==> config.mk <==
export PLATFORM = sky130hd
export DESIGN_NAME = value_runlength_bit_unpacker
export DESIGN_NICKNAME = d
export VERILOG_FILES = /design/src/sv/vrbu_pkg.sv /design/src/sv/vrbu_front.sv /design/src/sv/vrbu_fifo.sv /design/src/sv/vrbu_back.sv /design/src/sv/value_runlength_bit_unpacker.sv
export SDC_FILE = /design/constraint.sdc
export NUM_CORES = 1
export LEC_CHECK = 0
export ABC_CLOCK_PERIOD_IN_PS = 32600
export BUFFER_PORTS_ARGS = -buffer_cell sky130_fd_sc_hd__buf_2
export CORE_MARGIN = 4
export CORE_UTILIZATION = 35
export CTS_BUF_LIST = sky130_fd_sc_hd__clkbuf_4 sky130_fd_sc_hd__clkbuf_8
export CTS_CLUSTER_DIAMETER = 150
export CTS_CLUSTER_SIZE = 30
export DETAILED_ROUTE_END_ITERATION = 8
export RECOVER_POWER = 25
export SYNTH_ARGS = -nofsm -noshare
export SYNTH_HDL_FRONTEND = slang
export SYNTH_HIERARCHICAL = 1
export SYNTH_SLANG_ARGS = --single-unit
==> constraint.sdc <==
create_clock -name clk_i -period 32.6 [get_ports clk_i]
set_clock_uncertainty 0.05 [all_clocks]
set_input_delay 1.63 -clock clk_i [delete_from_list [all_inputs] [get_ports clk_i]]
set_output_delay 1.63 -clock clk_i [all_outputs]
set_load 0.05 [all_outputs]
==> src/sv/vrbu_pkg.sv <==
package vrbu_pkg;

  // Fixed widths of the stream and of the result fields.
  localparam int BYTE_W  = 8;
  localparam int FIELD_W = 16;

  // Default field widths and queue depth.
  localparam int VALUE_WIDTH_DEF     = 8;
  localparam int RUNLENGTH_WIDTH_DEF = 6;
  localparam int FIFO_DEPTH_DEF      = 4;

  // A run length field with this value closes a block.
  localparam int BLOCK_END_CODE = 63;

  // At most three fields of one byte are kept in an entry.
  localparam int MAX_RES = 3;

  // Everything one byte produced, as handed from the front to the back.
  typedef struct packed {
    logic [1:0]                      count;
    logic [MAX_RES-1:0][FIELD_W-1:0] data;
    logic [MAX_RES-1:0]              kind;
    logic [MAX_RES-1:0]              blk_end;
  } vrbu_entry_t;

endpackage

==> src/sv/vrbu_front.sv <==
module vrbu_front import vrbu_pkg::*; #(
  parameter int VALUE_WIDTH     = VALUE_WIDTH_DEF,
  parameter int RUNLENGTH_WIDTH = RUNLENGTH_WIDTH_DEF
) (
  input  logic              clk_i,
  input  logic              rst_ni,
  input  logic              in_valid_i,
  input  logic [BYTE_W-1:0] packed_byte_i,
  input  logic              fifo_full_i,
  output logic              in_stall_o,
  output logic              push_o,
  output vrbu_entry_t       entry_o
);

  localparam int AccW  = (VALUE_WIDTH > RUNLENGTH_WIDTH) ? VALUE_WIDTH : RUNLENGTH_WIDTH;
  localparam int HeldW = $clog2(AccW + 1);

  logic [AccW-1:0]  acc_q, acc_d;
  logic [HeldW-1:0] held_q, held_d;
  logic             kind_q, kind_d;
  logic [1:0]       cnt_v;
  logic             stop_v;
  logic             end_v;
  logic             accept;

  // A byte is taken whenever the queue has room for its results.
  assign in_stall_o = fifo_full_i;
  assign accept     = in_valid_i && !fifo_full_i;

  // Walk the eight bits of the byte, most significant first, closing fields.
  always_comb begin
    acc_d   = acc_q;
    held_d  = held_q;
    kind_d  = kind_q;
    cnt_v   = '0;
    stop_v  = 1'b0;
    end_v   = 1'b0;
    entry_o = '0;
    for (int b = BYTE_W - 1; b >= 0; b--) begin
      if (!stop_v) begin
        acc_d  = {acc_d[AccW-2:0], packed_byte_i[b]};
        held_d = held_d + HeldW'(1);
        if (held_d == (kind_d ? HeldW'(RUNLENGTH_WIDTH) : HeldW'(VALUE_WIDTH))) begin
          end_v = kind_d && (acc_d == AccW'(BLOCK_END_CODE));
          if (cnt_v != 2'(MAX_RES)) begin
            entry_o.data[cnt_v]    = FIELD_W'(acc_d);
            entry_o.kind[cnt_v]    = kind_d;
            entry_o.blk_end[cnt_v] = end_v;
            cnt_v = cnt_v + 2'd1;
          end
          acc_d  = '0;
          held_d = '0;
          if (end_v) begin
            // Rest of the byte is padding; next block opens with a value.
            kind_d = 1'b0;
            stop_v = 1'b1;
          end else begin
            kind_d = !kind_d;
          end
        end
      end
    end
    entry_o.count = cnt_v;
  end

  // Bytes that close no field only advance the accumulator.
  assign push_o = accept && (cnt_v != 2'd0);

  // Accumulator, bit count and kind of the field in progress.
  always_ff @(posedge clk_i or negedge rst_ni) begin
    if (!rst_ni) begin
      acc_q  <= '0;
      held_q <= '0;
      kind_q <= 1'b0;
    end else if (accept) begin
      acc_q  <= acc_d;
      held_q <= held_d;
      kind_q <= kind_d;
    end
  end

endmodule

==> src/sv/vrbu_fifo.sv <==
module vrbu_fifo import vrbu_pkg::*; #(
  parameter int Depth = FIFO_DEPTH_DEF
) (
  input  logic        clk_i,
  input  logic        rst_ni,
  input  logic        push_i,
  input  vrbu_entry_t entry_i,
  input  logic        pop_i,
  output logic        full_o,
  output logic        empty_o,
  output vrbu_entry_t head_o
);

  localparam int AddrW = $clog2(Depth);
  localparam int CntW  = $clog2(Depth + 1);

  vrbu_entry_t      mem_q [Depth];
  logic [AddrW-1:0] wr_ptr_q, rd_ptr_q;
  logic [CntW-1:0]  cnt_q;

  assign full_o  = (cnt_q == CntW'(Depth));
  assign empty_o = (cnt_q == '0);
  assign head_o  = mem_q[rd_ptr_q];

  // Entry storage.
  always_ff @(posedge clk_i) begin
    if (push_i) begin
      mem_q[wr_ptr_q] <= entry_i;
    end
  end

  // Pointers and fill level.
  always_ff @(posedge clk_i or negedge rst_ni) begin
    if (!rst_ni) begin
      wr_ptr_q <= '0;
      rd_ptr_q <= '0;
      cnt_q    <= '0;
    end else begin
      if (push_i) begin
        wr_ptr_q <= (wr_ptr_q == AddrW'(Depth - 1)) ? '0 : wr_ptr_q + AddrW'(1);
      end
      if (pop_i) begin
        rd_ptr_q <= (rd_ptr_q == AddrW'(Depth - 1)) ? '0 : rd_ptr_q + AddrW'(1);
      end
      if (push_i && !pop_i) begin
        cnt_q <= cnt_q + CntW'(1);
      end else if (pop_i && !push_i) begin
        cnt_q <= cnt_q - CntW'(1);
      end
    end
  end

`ifndef SYNTHESIS
  a_no_overflow: assert property (@(posedge clk_i) disable iff (!rst_ni)
    full_o |-> !push_i || pop_i)
    else $error("vrbu_fifo: push into a full queue");

  a_no_underflow: assert property (@(posedge clk_i) disable iff (!rst_ni)
    empty_o |-> !pop_i)
    else $error("vrbu_fifo: pop from an empty queue");
`endif

endmodule

==> src/sv/vrbu_back.sv <==
module vrbu_back import vrbu_pkg::*; (
  input  logic               clk_i,
  input  logic               rst_ni,
  input  logic               fifo_empty_i,
  input  vrbu_entry_t        head_i,
  output logic               pop_o,
  input  logic               out_stall_i,
  output logic               out_valid_o,
  output logic [FIELD_W-1:0] field_data_o,
  output logic               field_kind_o,
  output logic               block_end_o,
  output logic               last_of_byte_o
);

  logic [1:0]         idx_q;
  logic               valid_q;
  logic [FIELD_W-1:0] data_q;
  logic               kind_q, end_q, last_q;
  logic               load;
  logic               last;

  // The output register takes a new result when it is empty or being taken.
  assign load  = !fifo_empty_i && (!valid_q || !out_stall_i);
  assign last  = (idx_q == head_i.count - 2'd1);
  assign pop_o = load && last;

  // Result index within the head entry and output valid.
  always_ff @(posedge clk_i or negedge rst_ni) begin
    if (!rst_ni) begin
      idx_q   <= '0;
      valid_q <= 1'b0;
    end else begin
      if (load) begin
        idx_q <= last ? 2'd0 : idx_q + 2'd1;
      end
      if (load) begin
        valid_q <= 1'b1;
      end else if (!out_stall_i) begin
        valid_q <= 1'b0;
      end
    end
  end

  // Output payload.
  always_ff @(posedge clk_i) begin
    if (load) begin
      data_q <= head_i.data[idx_q];
      kind_q <= head_i.kind[idx_q];
      end_q  <= head_i.blk_end[idx_q];
      last_q <= last;
    end
  end

  assign out_valid_o    = valid_q;
  assign field_data_o   = data_q;
  assign field_kind_o   = kind_q;
  assign block_end_o    = end_q;
  assign last_of_byte_o = last_q;

`ifndef SYNTHESIS
  a_idx_in_entry: assert property (@(posedge clk_i) disable iff (!rst_ni)
    !fifo_empty_i |-> (head_i.count != 2'd0) && (idx_q < head_i.count))
    else $error("vrbu_back: result index outside the head entry");
`endif

endmodule

==> src/sv/value_runlength_bit_unpacker.sv <==
// An accepted byte that closes a field is written into the queue, and its first field then
// enters the output register; its other fields follow one per cycle while out_stall_i is low.
// Throughput: one byte per cycle in while the queue has room, one field per cycle out unless
// stalled; a byte that closes k fields takes k transfers; a four-entry queue absorbs bursts.
// Reset: asynchronous, active low; clears the accumulator, bit count, field kind,
// queue pointers and output valid; the first field after reset is a value field.
module value_runlength_bit_unpacker import vrbu_pkg::*; #(
  parameter int VALUE_WIDTH     = VALUE_WIDTH_DEF,
  parameter int RUNLENGTH_WIDTH = RUNLENGTH_WIDTH_DEF,
  parameter int FIFO_DEPTH      = FIFO_DEPTH_DEF
) (
  input  logic               clk_i,
  input  logic               rst_ni,
  input  logic               in_valid_i,
  output logic               in_stall_o,
  input  logic [BYTE_W-1:0]  packed_byte_i,
  output logic               out_valid_o,
  input  logic               out_stall_i,
  output logic [FIELD_W-1:0] field_data_o,
  output logic               field_kind_o,
  output logic               block_end_o,
  output logic               last_of_byte_o
);

  logic        fifo_full, fifo_empty, push, pop;
  vrbu_entry_t entry, head;

  // Front: cuts each byte into fields and tracks the field in progress.
  vrbu_front #(
    .VALUE_WIDTH    (VALUE_WIDTH),
    .RUNLENGTH_WIDTH(RUNLENGTH_WIDTH)
  ) u_front (
    .clk_i        (clk_i),
    .rst_ni       (rst_ni),
    .in_valid_i   (in_valid_i),
    .packed_byte_i(packed_byte_i),
    .fifo_full_i  (fifo_full),
    .in_stall_o   (in_stall_o),
    .push_o       (push),
    .entry_o      (entry)
  );

  // Queue of per-byte results between the two sides.
  vrbu_fifo #(
    .Depth(FIFO_DEPTH)
  ) u_fifo (
    .clk_i  (clk_i),
    .rst_ni (rst_ni),
    .push_i (push),
    .entry_i(entry),
    .pop_i  (pop),
    .full_o (fifo_full),
    .empty_o(fifo_empty),
    .head_o (head)
  );

  // Back: hands out the fields one transfer at a time.
  vrbu_back u_back (
    .clk_i         (clk_i),
    .rst_ni        (rst_ni),
    .fifo_empty_i  (fifo_empty),
    .head_i        (head),
    .pop_o         (pop),
    .out_stall_i   (out_stall_i),
    .out_valid_o   (out_valid_o),
    .field_data_o  (field_data_o),
    .field_kind_o  (field_kind_o),
    .block_end_o   (block_end_o),
    .last_of_byte_o(last_of_byte_o)
  );

`ifndef SYNTHESIS
  a_end_is_runlength: assert property (@(posedge clk_i) disable iff (!rst_ni)
    out_valid_o && block_end_o |-> field_kind_o &&
      (field_data_o == FIELD_W'(BLOCK_END_CODE)) && last_of_byte_o)
    else $error("block end flagged on a field that cannot close a block");

  a_end_detected: assert property (@(posedge clk_i) disable iff (!rst_ni)
    out_valid_o && field_kind_o && (field_data_o == FIELD_W'(BLOCK_END_CODE))
      |-> block_end_o)
    else $error("block end code passed without a block end flag");
`endif

endmodule
==> results.sh <==
export IMPL_path_common_cell="ha_1"
export IMPL_syn_to_final_growth_pct=3.445
export IMPL_setup_viol=0
export IMPL_ios=33
export IMPL_critPathTopFamily="compound AO/OA/AOI/OAI gates"
export IMPL_mostFrequentLayoutCell="edfxtp_1"
export IMPL_cts_tree="yes"
export IMPL_worstPathRequired_ns=32.71
export IMPL_routed_via_count=9746
export IMPL_drt_iter0_markers=1139
export IMPL_regArea_mm2=0.007853
export IMPL_grt_usage_pct=15.40
export IMPL_outcome="finished with violations"
export IMPL_ant_nets=0
export IMPL_fin_area_mm2=0.01537
export IMPL_async_reset_ff_share_pct=8.302
export IMPL_ys_seq_elements=265
export IMPL_routedWlPerCell_um=22.03
export IMPL_clk_latency_ns=0.52
export IMPL_post_route_min_period_ns=17.88
export IMPL_dpl_cell_area_mm2=0.01529
export IMPL_clock_fmax_mhz=55.94
export IMPL_wirelength_mm=36.94
export IMPL_cp_max_fo=56
export IMPL_cts_made_buffers=12
export IMPL_avgSynthCellArea_um2=12.92
export IMPL_worstSetupPathType="reg2reg"
export IMPL_multi_input_comb_area_mm2=0.006306
export IMPL_rsz0062_at_grt="no"
export IMPL_crit_buf_inv=3
export IMPL_fin_crit_sh_pct=54.84
export IMPL_synth_edff_count=243
export IMPL_crit_slowest_cell="o32ai_1"
export IMPL_synth_cell_types=122
export IMPL_cp_slowest_stage_delay_ns=1.71
export IMPL_syn_inst=1150
export IMPL_start_util_pct=35.42
export IMPL_slew_headroom_pct=-141.6
export IMPL_synth_flop_cell="edfxtp_1"
export IMPL_cap_viol_max_count=3
export IMPL_diodes=0
export IMPL_worst_hold_path_type="reg2reg"
export IMPL_cp_start_kind="flop"
export IMPL_slew_violations=77
export IMPL_violations="capacitance limit, slew limit"
export IMPL_clk_pin_slew_ns=0.16
export IMPL_dp_hpwl_mm=25.29
export IMPL_worst_pin_slew_ns=3.624
export IMPL_drt_first_pass_iters=7
export IMPL_drive_gt1_share_pct=13.88
export IMPL_routabilityCongestion=0.9403
export IMPL_die_h_um=214.0
export IMPL_finalNetCount=1164
export IMPL_cts_sinks=265
export IMPL_yosysSeqAreaShare_pct=52.82
export IMPL_tns_ns=0
export IMPL_htreeDepth=1
export IMPL_via_per_inst=5.812
export IMPL_drc_errors=0
export IMPL_overflow=0
export IMPL_layout_common_cells="243 x edfxtp_1, 108 x nand2_1, 67 x nor2_1"
export IMPL_cp_arrival_ns=17.99
export IMPL_antenna_found_initial=1
export IMPL_fp_dieW_um=214.0
export IMPL_design_core_area_mm2=0.04195
export IMPL_die_area_mm2=0.04581
export IMPL_numPortBuffers=32
export IMPL_cts_repair_resized=0
export IMPL_post_cts_buffers=0
export IMPL_cp_end_kind="flop"
export IMPL_rows=75
export IMPL_hold_viol_final=0
export IMPL_first_global_vias=9405
export IMPL_grt_first_pass_wirelength_mm=56.85
export IMPL_ys_warn_count=6
export IMPL_grt_max_degree=59
export IMPL_cts_root_buf="clkbuf_8"
export IMPL_syn_area_mm2=0.01486
export IMPL_ctsHoldBuffers=0
export IMPL_cts_buffer_depth=3
export IMPL_fillers=4010
## synthesized netlist by cell type (7+ instances only)
cell / n / share of area (%)
edfxtp_1: 243 / 49
nand2_1: 107 / 2.7
nor2_1: 67 / 1.7
mux4_2: 56 / 8.5
a21oi_1: 40 / 1.3
mux2i_1: 40 / 2.7
buf_4: 36 / 1.8
clkbuf_1: 33 / 0.83
o21ai_1: 27 / 0.91
o21ai_0: 26 / 0.88
dfrtp_1: 22 / 3.7
nor3_1: 22 / 0.74
nand3_1: 21 / 0.71
nand2b_1: 20 / 0.84
inv_1: 18 / 0.45
and2_1: 16 / 0.67
a221oi_1: 15 / 0.88
ha_1: 15 / 1.3
buf_2: 14 / 0.47
a211oi_1: 13 / 0.66
and3_1: 13 / 0.55
a32o_1: 10 / 0.67
a222oi_1: 9 / 0.61
a31oi_1: 9 / 0.38
xnor2_1: 9 / 0.53
nand4_1: 8 / 0.34
o211ai_1: 8 / 0.40
a22o_1: 7 / 0.41
a32oi_1: 7 / 0.41
buf_6: 7 / 0.53
nor2b_1: 7 / 0.29
xor2_1: 7 / 0.41
## per-stage QoR
| stage | util, % | instances | setup WS, ns | hold WS [ns] |
|---|---|---|---|---|
| CTS | 36.92 | 1677 | 17.72 | 0.4598 |
| global placement | 36.44 | 1661 | 18.30 | 0.4302 |
| floorplan | - | 1173 | 18.21 | 0.4063 |
| finish | 36.64 | 1677 | 14.72 | 0.4561 |
| detailed placement | 36.44 | 1661 | 17.82 | 0.4396 |
| global route | 36.64 | 1677 | 13.54 | 0.4862 |
## area by class of cell
cell class	count	share of cell area, %
clock inverter	1	0.04885
sequential	265	51.09
timing repair buffer	48	1.612
tap	539	4.388
clock buffer	15	1.262
inverter	23	0.5618
multi-input combinational	786	41.03
## final timing paths
check                      slack (ns)  depth (start not counted)               from                  end
setup / recovery                14.72                         44  u_front/held_q[0]  u_fifo/mem_q[1][32]
setup reg to reg                14.72                         44  u_front/held_q[0]  u_fifo/mem_q[1][32]
hold / removal                   0.46                          1    u_fifo/cnt_q[2]      u_fifo/cnt_q[2]
min in group asynchronous        1.29                          1             rst_ni       u_front/kind_q
max in group asynchronous       30.31                          1             rst_ni   u_fifo/rd_ptr_q[0]
hold reg to reg                  0.46                          1    u_fifo/cnt_q[2]      u_fifo/cnt_q[2]
## state kept, by name (all words and copies together), names as in the netlist
signal / flops
u_back/field_data_o: 16
u_back/idx_q: 2
u_fifo/wr_ptr_q: 2
u_back/field_kind_o: 1
u_front/kind_q: 1
u_back/block_end_o: 1
u_back/out_valid_o: 1
u_fifo/cnt_q: 3
u_fifo/rd_ptr_q: 2
u_front/held_q: 4
u_front/acc_q: 7
u_back/last_of_byte_o: 1
u_fifo/mem_q: 224
## cell families after synthesis
logic type,after synthesis,share of synthesized area [%]
mux,102,11.76
compound gates,270,14.62
flops,265,52.82
fa+ha+maj,18,1.533
other cells,1,0.02524
xor+xnor,26,2.299
simple gates,346,12.15
buf+inv,122,4.792
## layer usage
layer	track usage [%]	share of wire (%)	vias to the layer above
li1	-	-	4443
met1	21.59	44	4844
met2	25.22	47	371
met3	1.474	5.8	86
met4	5.446	3.8	2
met5	0	0.019	-
Power is not shown: default switching activity piles up to over one toggle a cycle in this logic, so the estimate is an artifact.
